<file path="src/rtl/core/fbd_pkg.sv">
// Shared types and constants of the framebuffer drawing engine.
package fbd_pkg;

    // Width of one input coordinate or radius.
    localparam int COORD_W = 10;
    // Signed width of a plotted coordinate before clipping.
    localparam int SCW = 12;
    // Width of a squared radius.
    localparam int RAD2_W = 2 * COORD_W;
    // Width of the square root remainder.
    localparam int SQ_REM_W = COORD_W + 2;

    typedef enum logic [2:0] {
        MODE_CLEAR  = 3'd0,
        MODE_POINT  = 3'd1,
        MODE_LINE   = 3'd2,
        MODE_CIRCLE = 3'd3,
        MODE_READ   = 3'd4
    } fbd_mode_t;

    typedef enum logic [3:0] {
        ST_CLEAR,
        ST_IDLE,
        ST_POINT,
        ST_LINE_SETUP,
        ST_LINE,
        ST_CIR_SETUP,
        ST_CIR_CHECK,
        ST_CIR_SQRT,
        ST_CIR_PLOT,
        ST_RD_ADDR,
        ST_RD_OUT
    } fbd_state_t;

    // Status of the square root unit.
    typedef struct packed {
        logic busy;
        logic done;
    } fbd_sqrt_stat_t;

endpackage

</file>
<file path="src/rtl/core/fbd_sqrt.sv">
// Digit-recurrence integer square root, two radicand bits per cycle.
module fbd_sqrt (
    input  logic                                  clk,
    input  logic                                  rst_n,
    input  logic                                  start,
    input  logic [fbd_pkg::RAD2_W-1:0]            radicand,
    output logic [fbd_pkg::COORD_W-1:0]           root,
    output logic [fbd_pkg::SQ_REM_W-1:0]          remainder,
    output fbd_pkg::fbd_sqrt_stat_t               stat
);
    import fbd_pkg::*;

    localparam int CNT_W = $clog2(COORD_W);
    localparam logic [CNT_W-1:0] LAST_STEP = CNT_W'(COORD_W - 1);

    logic                  busy_reg, busy_next;
    logic                  done_reg, done_next;
    logic [CNT_W-1:0]      cnt_reg, cnt_next;
    logic [RAD2_W-1:0]     v_reg, v_next;
    logic [SQ_REM_W-1:0]   rem_reg, rem_next;
    logic [COORD_W-1:0]    root_reg, root_next;
    logic [SQ_REM_W+1:0]   rem_sh;
    logic [SQ_REM_W+1:0]   trial;

    // One result bit per cycle: shift in two radicand bits and try to subtract.
    always_comb
    begin
        busy_next = busy_reg;
        done_next = 1'b0;
        cnt_next  = cnt_reg;
        v_next    = v_reg;
        rem_next  = rem_reg;
        root_next = root_reg;
        rem_sh    = {rem_reg, v_reg[RAD2_W-1 -: 2]};
        trial     = {2'b00, root_reg, 2'b01};
        if (start)
        begin
            busy_next = 1'b1;
            cnt_next  = '0;
            v_next    = radicand;
            rem_next  = '0;
            root_next = '0;
        end
        else if (busy_reg)
        begin
            v_next = {v_reg[RAD2_W-3:0], 2'b00};
            if (rem_sh >= trial)
            begin
                rem_next  = SQ_REM_W'(rem_sh - trial);
                root_next = {root_reg[COORD_W-2:0], 1'b1};
            end
            else
            begin
                rem_next  = SQ_REM_W'(rem_sh);
                root_next = {root_reg[COORD_W-2:0], 1'b0};
            end
            if (cnt_reg == LAST_STEP)
            begin
                busy_next = 1'b0;
                done_next = 1'b1;
            end
            else
            begin
                cnt_next = cnt_reg + 1'b1;
            end
        end
    end

    // Control state.
    always_ff @(posedge clk or negedge rst_n)
    begin
        if (!rst_n)
        begin
            busy_reg <= 1'b0;
            done_reg <= 1'b0;
            cnt_reg  <= '0;
        end
        else
        begin
            busy_reg <= busy_next;
            done_reg <= done_next;
            cnt_reg  <= cnt_next;
        end
    end

    // Datapath.
    always_ff @(posedge clk)
    begin
        v_reg    <= v_next;
        rem_reg  <= rem_next;
        root_reg <= root_next;
    end

    assign root      = root_reg;
    assign remainder = rem_reg;
    assign stat.busy = busy_reg;
    assign stat.done = done_reg;

endmodule

</file>
<file path="config.mk">
export PLATFORM = sky130hd
export DESIGN_NAME = fbd_sqrt
export DESIGN_NICKNAME = d
export VERILOG_FILES = /design/src/rtl/core/fbd_pkg.sv /design/src/rtl/core/fbd_sqrt.sv
export SDC_FILE = /design/constraint.sdc
export NUM_CORES = 1
export LEC_CHECK = 0
export BUFFER_PORTS_ARGS = -buffer_cell sky130_fd_sc_hd__buf_2
export CAP_MARGIN = 20
export CELL_PAD_IN_SITES_DETAIL_PLACEMENT = 0
export CELL_PAD_IN_SITES_GLOBAL_PLACEMENT = 1
export CORE_ASPECT_RATIO = 1.2
export CORE_MARGIN = 2
export CORE_UTILIZATION = 43
export DETAILED_ROUTE_END_ITERATION = 6
export PLACE_DENSITY = 0.9
export SETUP_SLACK_MARGIN = 0.02
export SYNTH_ARGS = -nofsm -noshare
export SYNTH_HDL_FRONTEND = slang
export SYNTH_SLANG_ARGS = --single-unit
</file>
<file path="constraint.sdc">
create_clock -name clk -period 2.74 [get_ports clk]
set_clock_uncertainty 0.1 [all_clocks]
set_input_delay 0.137 -clock clk [delete_from_list [all_inputs] [get_ports clk]]
set_output_delay 0.137 -clock clk [all_outputs]
set_load 0.05 [all_outputs]
</file>
After elaboration in Yosys (flattened, before gate mapping) --
Cells that the tools add are included. Widths: inputs -> output; s select.
Storage, ports and cells: output and inout bits 24, logic and storage cells 26, register bits 48, bits of input ports 23
Cells by class: equality and inequality tests 2, add/sub/neg operators 2, reduce and logical (&&, ||, !) cells 2, multiplexer cells 13, magnitude comparators 1
Operator list (count):
- $mux 20 | 2
- $ge 14x12->1 | 1
- $mux 12 | 1
- $mux 4 | 3
- $sub 12x12->12 | 1
- $mux 1 | 7
- $add 4x1->4 const B | 1
- $eq 4x4->1 const B | 1
- $ne 2x2->1 const B | 1
- $reduce_and 2->1 | 1
- $reduce_bool 2->1 | 1

Longest topological paths before layout --
Gate-level depths: netlist of the first run.
word-level depth 4, mapped depth 9, gate-level depth less buffers 8

Worst setup path after synthesis of the first run --
Ideal clock, no wire load.
kind register -> register, start register root_reg[2] (netlist: root[2]), end register rem_reg[4] (netlist: remainder[4]), buffers on the path 1, stages on the path, launching flop included 10, setup time 0.086 ns, required time 2.554 ns, period minus slack after synthesis 2.558 ns, path slack 0.182 ns, arrival time 2.373 ns, cell sequence dfxtp_1 > inv_1 > ha_1 > a21o_1 > a21oi_4 > nand3_2 > a211o_1 > buf_6 > mux2i_1 > a211oi_1
On the way: cells in the longest elaborated chain, start to end 2, elaborated cells on any way between the ends 3, those cells by class 1 x add/sub; 1 x order compare; 1 x mux
RTL lines:
- start, declared | line fbd_sqrt.sv:21 | logic [COORD_W-1:0] root_reg, root_next;
- start signal, assigned | line fbd_sqrt.sv:91 | root_reg <= root_next;
- $sub 12x12->12 or $ge 14x12->1 (tied branches) | line fbd_sqrt.sv:49, fbd_sqrt.sv:47
- $mux 12 (*) | line fbd_sqrt.sv:47 | if (rem_sh >= trial)
- end signal, assigned | line fbd_sqrt.sv:90 | rem_reg <= rem_next;
- end, declared | line fbd_sqrt.sv:20 | logic [SQ_REM_W-1:0] rem_reg, rem_next;
Mark *: on every way between the ends. The rest lies on a longest branch, timed or not. A chain may end at the register's enable or synchronous reset.

Final worst setup path of the first run --
start register root_reg[2] (netlist: root[2]), end register rem_reg[3] (netlist: remainder[3])
On the way: cells in the longest elaborated chain, start to end 2
RTL lines (line):
- $ge 14x12->1 | fbd_sqrt.sv:47
- $mux 12 | fbd_sqrt.sv:47
No other way between the ends.

==> results of run 1 <==
## per-layer routing
layer	vias to the layer above	GRT usage, %	wire length, µm
li1	967	-	-
met1	902	20.2	2150
met2	49	25.4	2430
met3	6	4.93	281
met4	0	5.56	78
met5	-	0	0
## synth_stat cells, drive strengths merged, types with 4 or more instances
cell / n
a211oi: 10
a21oi: 9
and2: 5
and3: 4
buf: 5
clkbuf: 9
dfrtp: 6
dfxtp: 22
edfxtp: 20
ha: 14
inv: 16
mux2: 18
mux2i: 15
nand2: 8
nand3: 4
nor2: 25
o31ai: 4
or2: 4
xnor2: 7
xor2: 4
## cells by family (layout without fill, tap and decap cells)
| family | after synthesis | in the layout | share of synthesized area [%] |
|---|---|---|---|
| XOR/XNOR | 11 | 11 | 3.66 |
| multiplexers | 33 | 33 | 13.4 |
| AO/OA/AOI/OAI | 46 | 46 | 13.9 |
| AND/OR/NAND/NOR | 64 | 64 | 12.0 |
| adder cells (fa/ha/maj) | 14 | 14 | 6.65 |
| flip-flops | 48 | 48 | 45.2 |
| buffers and inverters | 30 | 75 | 5.18 |
## worst max-delay path, cell delays in order, from the launching register on
cell and delay (ns):
dfxtp_1 0.38, inv_1 0.06, ha_1 0.34, a21o_1 0.25
a21oi_4 0.21, nand3_2 0.11, a211o_1 0.47, mux2i_1 0.17
a211oi_1 0.24
## final cells by class
type                    instances  area [µm²]  area share, %
multi-input cells             168        1310           43.4
flip-flops and latches         48        1190           39.5
repair buffers                 51         270           8.97
well taps                      82         103           3.40
clock buffers                   5        68.8           2.28
inverters                      16        60.1           1.99
clock inverters                 3        13.8          0.457
## report_power, final
part	switching [mW]	leakage (nW)	total [mW]	internal, mW
Sequential	0.104	0.473	0.977	0.874
Clock	0.232	0.0453	0.405	0.174
Combinational	1.03	0.900	1.76	0.732
Total	1.36	1.42	3.14	1.78
## stage by stage
stage	cells	hold WS, ns
5_1_grt	373	0.00529
2_1_floorplan	246	-0.259
6_report	373	0.0188
3_3_place_gp	364	-0.133
3_5_place_dp	364	-0.131
4_1_cts	373	0.0108
## final timing paths
kind	slack [ns]	depth (start not counted)	to
worst max-delay path	0.32	8	remainder[3]
worst min-delay path	0.02	2	v_reg[0]
worst max register to register	0.32	8	remainder[3]
worst min register to register	0.40	2	remainder[11]
max in group asynchronous	2.31	2	cnt_reg[3]
min in group asynchronous	0.09	2	cnt_reg[0]
==> impl_metrics.ini, run 1 <==
[synthesis]
syn_area_um2 = 2640
avgSynthCellArea_um2 = 10.7
syn-instance-count = 246
yosysSeqAreaShare_pct = 45.2
synth_top_area_cell = edfxtp_1
syn-num-nets = 283
ys_types = 49
synth_top_area_share_pct = 22.8
synthArstFlopShare_pct = 12.5
synth-edff-count = 20
yosysWarnings = 0
synth-seq-cells = 48
synthTopCellsByArea = edfxtp_1 (23%), dfxtp_1 (17%), mux2_2 (7.7%)
synthFlopType = dfxtp_1

[placement]
dpl.hpwl_mm = 3.68
routabilityCongestion = 0.868
placed_area_um2 = 2920
pre_cts_ws_ns = 0.348
numPortBuffers = 46

[detailed_routing]
routed_wl_mm = 4.94
routedWlPerCell_um = 13.2
drt_iter0_drc = 40
route.detailed.drc = 0
final_antenna_net_count = 0
drt-pass1-iter-count = 6
avgViaCountPerCell = 5.16
route.vias.total = 1924

[worst_hold_path]
min_from = radicand[0]
hp-class = in -> reg

[cts]
path_clk_slew_ns = 0.09
clk_latency_ns = 0.30
root_buffer = clkbuf_8
htreeDepth = 2
cts_buffers = 5
clk_path_buf_depth = 2
cts_sinks = 48
cts_resized = 0
cts_tree = built
cts_setup_buffers = 0
hold_buffers = 1

[global_route]
antenna_found_initial = 0
grt_pass1_wl_mm = 8.42
grt_start_max_net_pins = 27
grt_usage_pct = 16.0
grt_pass1_vias = 1835
grt.overflow.total = 0

[die]
core_um2 = 5970
initial_core_util_pct = 44.1
rows = 31
die_x_um = 75.5
dieArea_um2 = 6770
die_y_um = 89.8
io_pins = 47

[timing]
timing.final.crit_share_pct = 88.3
min_period_ns = 2.42
fmax_ghz = 0.414
worst_pin_slew_ns = 0.609
fin_tns_setup_ns = 0
rsz0062_at_grt = no
timing.final.hold_violations = 0
setup-violations-final = 0
fin_ws_ns = 0.322
relSlewSlack_pct = 59.4
maxSlewViolCount = 0

[job]
drv_cap = 0

[power]
p_leak_nw = 1.42
power.density_nw_per_um2 = 1040
p_total_mw = 3.14
irDropWorstVdd_mv = 0.555

[critical_path]
r2r-start = root[2]
cp-end-kind = flip-flop
crit_arrival_ns = 2.54
crit_type = reg -> reg
worstSetupStartpointType = flip-flop
cp_max_fo = 7
required_ns = 2.86
worstSetupStartpoint = root[2]

[cells_and_area]
final_common_cell = buf_2
antenna_cells = 0
fin_util_pct = 50.5
design_area_um2 = 3010
final_nets = 327
largest_reg_flops = 20
n_fill_cell = 602
area_delta_synth_final_pct = 14.4
final_cell_mix = buf_2 (46), nor2_1 (25), dfxtp_1 (22)
layout-drive-gt1-share_pct = 29.6

[status]
status = complete, no violations
Note: power is estimated with default switching activity, not from simulation.
==> inputs of run 2 (changes only) <==
--- a/config.mk
+++ b/config.mk
@@ -11,9 +11,9 @@
 export CELL_PAD_IN_SITES_GLOBAL_PLACEMENT = 1
 export CORE_ASPECT_RATIO = 1.2
 export CORE_MARGIN = 2
-export CORE_UTILIZATION = 43
+export CORE_UTILIZATION = 39
 export DETAILED_ROUTE_END_ITERATION = 6
-export PLACE_DENSITY = 0.9
+export PLACE_DENSITY = 0.86
 export SETUP_SLACK_MARGIN = 0.02
 export SYNTH_ARGS = -nofsm -noshare
 export SYNTH_HDL_FRONTEND = slang
==> constraint.sdc (replaced) <==
create_clock -name clk -period 2.1 [get_ports clk]
set_clock_uncertainty 0.1 [all_clocks]
set_input_delay 0.105 -clock clk [delete_from_list [all_inputs] [get_ports clk]]
set_output_delay 0.105 -clock clk [all_outputs]
set_load 0.05 [all_outputs]
==> run 2 against run 1 <==
The flow now finishes with violations (setup timing). Non-clock buffer count is 58 higher. Sequential share of layout area is 6.4 points lower. Clock power grew 70%. Sequential power increased by 32%.
==> impl_metrics.ini, run 2 (synthesis gave the netlist of run 1 again) <==
[detailed_routing]
avgViaCountPerCell = 5.06
route.detailed.drc = 0
routedWlPerCell_um = 13.9
drt-pass1-iter-count = 6
route.vias.total = 2197
drt_iter0_drc = 79
final_antenna_net_count = 0
routed_wl_mm = 6.05

[global_route]
grt_start_max_net_pins = 26
use_met2_pct = 30.8
antenna_found_initial = 0
grt.overflow.total = 0
grtUsageMet3_pct = 3.17
grt_usage_pct = 17.0
use_met1_pct = 19.5
grt_pass1_vias = 2201
grt_pass1_wl_mm = 9.92
gr-max-usage-layer = met2

[power]
clkPwrFrac_pct = 13.3
p_switching_mw = 2.09
p_leak_nw = 1.73
irDropWorstVdd_mv = 0.615
intPower_mw = 3.09
pwr-share-seq_pct = 25.0
power.share.switching_pct = 40.4
power.density_nw_per_um2 = 1380
p_comb_share_pct = 61.8
p_total_mw = 5.19

[cts]
root_buffer = clkbuf_8
cts_buffers = 5
cts_tree = built
clk_latency_ns = 0.30
cts_sinks = 48
path_clk_slew_ns = 0.10
clk_path_buf_depth = 2
htreeDepth = 2

[timing]
maxSlewViolCount = 0
setup-violations-final = 7
timing.final.crit_share_pct = 102
worst_pin_slew_ns = 0.363
fmax_ghz = 0.465
relSlewSlack_pct = 75.8
min_period_ns = 2.15
fin_ws_ns = -0.0510
rsz0062_at_grt = yes
timing.final.hold_violations = 0

[placement]
dp_cells = 397
routabilityCongestion = 0.808
dpl.hpwl_mm = 4.27
placed_area_um2 = 3280
pre_cts_ws_ns = -0.0948
numPortBuffers = 46

[critical_path]
crit_arrival_ns = 2.27
r2r-start = v_reg[19]
required_ns = 2.22
rr_worst_depth = 8
cp_max_fo = 7
worstSetupStartpointType = flip-flop
rrSetupSlack_ns = -0.05
reg2reg_to = remainder[5]
cp-end-kind = flip-flop
crit_type = reg -> reg

[status]
status = complete, but fails checks
failed_checks = setup timing

[worst_hold_path]
holdPathEnd = v_reg[17]
hp-class = in -> reg
min_from = radicand[17]
hold_depth = 2

[cells_and_area]
fin_cells = 434
largest_reg_flops = 20
final_cell_mix = buf_2 (46), buf_4 (43), nor2_1 (25)
design_area_um2 = 3770
antenna_cells = 0
final_nets = 385
area_delta_synth_final_pct = 42.9
layout-drive-gt1-share_pct = 50.1
final_common_cell = buf_2

[die]
core_um2 = 6490
initial_core_util_pct = 40.6
dieArea_um2 = 7430
rows = 32
io_pins = 47
die_x_um = 79.0
die_y_um = 94.0

[job]
drv_cap = 0
## run 2: changes by cell type in the layout (fill, tap and decap cells not counted), moves of 3 or more
| cell | previous run | this run |
|---|---|---|
| ha_4 | 0 | 7 |
| dfxtp_2 | 0 | 7 |
| inv_2 | 0 | 6 |
| a211oi_2 | 0 | 3 |
| dlygate4sd3_1 | 1 | 19 |
| ha_1 | 14 | 6 |
| buf_4 | 4 | 43 |
| dfxtp_4 | 0 | 13 |
| a211oi_1 | 10 | 6 |
| dfxtp_1 | 22 | 2 |
| inv_1 | 16 | 10 |
## run 2: per-stage QoR
step,TNS [ns],hold slack (ns),util (%)
after floorplan,-0.0621,-0.291,-
after global placement,0,-0.166,50.6
after detailed placement,-0.442,-0.164,50.6
after CTS,-0.0543,0.00457,56.7
after global routing,-1.06,0.0115,58.1
final,-0.172,0.0153,58.1
## run 2: layout make-up
cell class | count | area [µm²]
Inverter | 16 | 60.1
Clock inverter | 3 | 46.3
Multi-Input combinational cell | 168 | 1470
Tap cell | 85 | 106
Clock buffer | 5 | 68.8
Sequential cell | 48 | 1250
Timing Repair Buffer | 109 | 763
Fill cell | 579 | 2720
## run 2: routing by layer
metal	vias up	part of all wire (%)
met5	-	0
met4	0	2.9
met3	13	3.7
met2	55	52
met1	1044	41
li1	1085	-
## run 2: power by group through the flow
stage	clock [mW]	sequential [mW]	combinational (mW)
after floorplan	0	1.68	1.64
after global placement	0	1.30	2.68
after detailed placement	0	1.31	2.71
after CTS	0.715	1.29	2.94
after global routing	0.744	1.31	3.48
final	0.689	1.29	3.20
## run 2: timing repair
item,4_1_cts,5_1_grt
setup buffers,7,3
hold buffers,19,0
setup endpoints to repair,10,13
pin swaps,6,7
endpoints found under the hold margin,24,0
resized for setup,9,13
## run 2: worst max-delay path, stage by stage (launching register included)
cell and delay (ns):
edfxtp_1 0.42, inv_2 0.10, ha_4 0.13, and2b_1 0.19
o211ai_2 0.19, nand3_2 0.14, a211o_4 0.42, mux2i_2 0.18
a211oi_2 0.20
## run 2: worst max-delay path by stage
stage	end	slack [ns]	start
finish	remainder[5]	-0.05	v_reg[19]
floorplan	remainder[1]	-0.03	root[0]
global placement	remainder[9]	0.006	root[0]
global route	remainder[5]	-0.13	v_reg[19]
CTS	remainder[2]	-0.05	v_reg[19]
detailed placement	remainder[4]	-0.09	v_reg[18]
==> inputs of run 3 (changes only) <==
--- a/config.mk
+++ b/config.mk
@@ -13,7 +13,7 @@
 export CORE_MARGIN = 2
 export CORE_UTILIZATION = 39
 export DETAILED_ROUTE_END_ITERATION = 6
-export PLACE_DENSITY = 0.86
+export PLACE_DENSITY_LB_ADDON = 0.2
 export SETUP_SLACK_MARGIN = 0.02
 export SYNTH_ARGS = -nofsm -noshare
 export SYNTH_HDL_FRONTEND = slang
==> run 3 against run 2 <==
Sequential share of layout area is 0.65 points lower. First-iteration DRC count decreased by 18%. Routed wire length increased by 3.3%. Cell count rose by 2.3%. Fmax up 1.8%. Critical path depth unchanged. Utilization increased by 1.2 points. The flow still finishes with violations (setup timing). Design area increased by 2.0%. Largest cell class unchanged. Clock power is 1% higher. Sequential power is essentially flat. Die area is the same.
==> impl_metrics.ini, run 3 (synthesis gave the netlist of run 1 again) <==
[timing]
relSlewSlack_pct = 74.5
worst_pin_slew_ns = 0.383
timing.final.crit_share_pct = 101
timing.final.hold_violations = 0
fmax_ghz = 0.473
fin_ws_ns = -0.0133
setup-violations-final = 3
maxSlewViolCount = 0
min_period_ns = 2.11
fin_tns_setup_ns = -0.0203
rsz0062_at_grt = yes

[critical_path]
worstSetupStartpointType = flip-flop
cp-end-kind = flip-flop
required_ns = 2.19
critical_path.endpoint = remainder[2]
crit_type = reg -> reg
cp_max_fo = 7
path_buf_inv = 1
critPathMaxStageDelay_ns = 0.42
crit_arrival_ns = 2.21
path_depth = 8
rr_worst_depth = 8
rrSetupSlack_ns = -0.01
worstSetupStartpoint = v_reg[19]
crit_chain = inv_2 -> ha_4 -> and2b_1 -> o211ai_2 -> nand3_2 -> a211o_4 -> mux2i_1 -> a211oi_2
crit_path_top_delay_cell = edfxtp_1
r2r-start = v_reg[19]
reg2reg_to = remainder[2]
crit_family = compound AO/OA/AOI/OAI gates

[global_route]
antenna_found_initial = 0
grt.overflow.total = 0
grt_pass1_vias = 2150
grt_pass1_wl_mm = 10.0
grt_usage_pct = 17.2
grt_start_max_net_pins = 21

[placement]
routabilityCongestion = 0.831
numPortBuffers = 46
dp_cells = 407
dpl.hpwl_mm = 4.40

[status]
status = complete, but fails checks
failed_checks = setup timing

[power]
irDropWorstVdd_mv = 0.714
power.density_nw_per_um2 = 1380
p_leak_nw = 1.78
p_total_mw = 5.30

[detailed_routing]
route.detailed.drc = 0
final_antenna_net_count = 0
avgViaCountPerCell = 4.93
drt-pass1-iter-count = 4
routed_wl_mm = 6.25
drt_iter0_drc = 65
route.vias.total = 2191
routedWlPerCell_um = 14.1

[cts]
clk_latency_ns = 0.31
htreeDepth = 2
path_clk_slew_ns = 0.10
cts_tree = built
root_buffer = clkbuf_8
cts_sinks = 48
clk_path_buf_depth = 2
cts_buffers = 5

[cells_and_area]
area_delta_synth_final_pct = 45.8
layout-drive-gt1-share_pct = 52.1
final_common_cell = buf_4
fin_util_pct = 59.2
n_fill_cell = 592
final_cell_mix = buf_4 (55), buf_2 (46), nor2_1 (25)
largest_reg_flops = 20
fin_cells = 444
final_nets = 395
antenna_cells = 0

[die]
rows = 32
dieArea_um2 = 7430
initial_core_util_pct = 40.6
die_y_um = 94.0
io_pins = 47
die_x_um = 79.0
core_um2 = 6490

[job]
drv_cap = 0

[worst_hold_path]
hp-class = in -> reg
-- run 3: changes by cell type in the layout (fill, tap and decap cells not counted), sizes merged --
cell and delta:
buf +12, dlygate4sd3 -2
-- run 3: report_power, final --
group / total, mW / switching (mW) / leakage [nW] / internal, mW
sequential: 1.28 / 0.110 / 0.484 / 1.17
combinational: 3.32 / 1.70 / 1.24 / 1.62
clock: 0.697 / 0.338 / 0.0548 / 0.359
total: 5.30 / 2.15 / 1.78 / 3.15
-- run 3: layout make-up --
| cell class | instances | area (µm²) | area share (%) |
|---|---|---|---|
| Clock buffer | 5 | 68.8 | 1.79 |
| Clock inverter | 3 | 46.3 | 1.21 |
| Inverter | 16 | 60.1 | 1.56 |
| Multi-Input combinational cell | 168 | 1490 | 38.7 |
| Sequential cell | 48 | 1250 | 32.5 |
| Tap cell | 85 | 106 | 2.77 |
| Timing Repair Buffer | 119 | 825 | 21.5 |
-- run 3: repair_timing --
| item | in CTS | in global routing |
|---|---|---|
| pin swaps | 7 | 12 |
| hold buffers | 16 | 1 |
| setup buffers | 9 | 4 |
| hold endpoints to repair | 21 | 1 |
| endpoints found under the setup margin | 11 | 12 |
| gates resized for setup | 12 | 13 |
-- run 3: routing by layer --
metal  track usage [%]  vias to the layer above  part of all wire, %
met5                 0                        -                    0
met2              31.4                       33                   52
met4              4.31                        0                  1.0
li1                  -                     1100                    -
met1              20.6                     1054                   44
met3              3.37                        4                  3.0
-- run 3: worst min-delay path by stage --
stage	start	endpoint	slack, ns	depth (start not counted)
2_1_floorplan	rst_n	busy_reg	-0.29	0
4_1_cts	radicand[6]	v_reg[6]	0.004	2
3_3_place_gp	rst_n	cnt_reg[2]	-0.17	1
6_report	radicand[12]	v_reg[12]	0.002	2
5_1_grt	radicand[12]	v_reg[12]	0.002	2
3_5_place_dp	rst_n	cnt_reg[2]	-0.17	1
-- run 3: through the flow --
step | setup slack, ns | hold WS, ns | cell area (µm²)
floorplan | -0.0293 | -0.291 | 2760
global placement | -0.105 | -0.166 | 3350
detailed placement | -0.0729 | -0.166 | 3350
CTS | -0.0158 | 0.00377 | 3750
global route | -0.134 | 0.00248 | 3840
finish | -0.0133 | 0.00246 | 3840
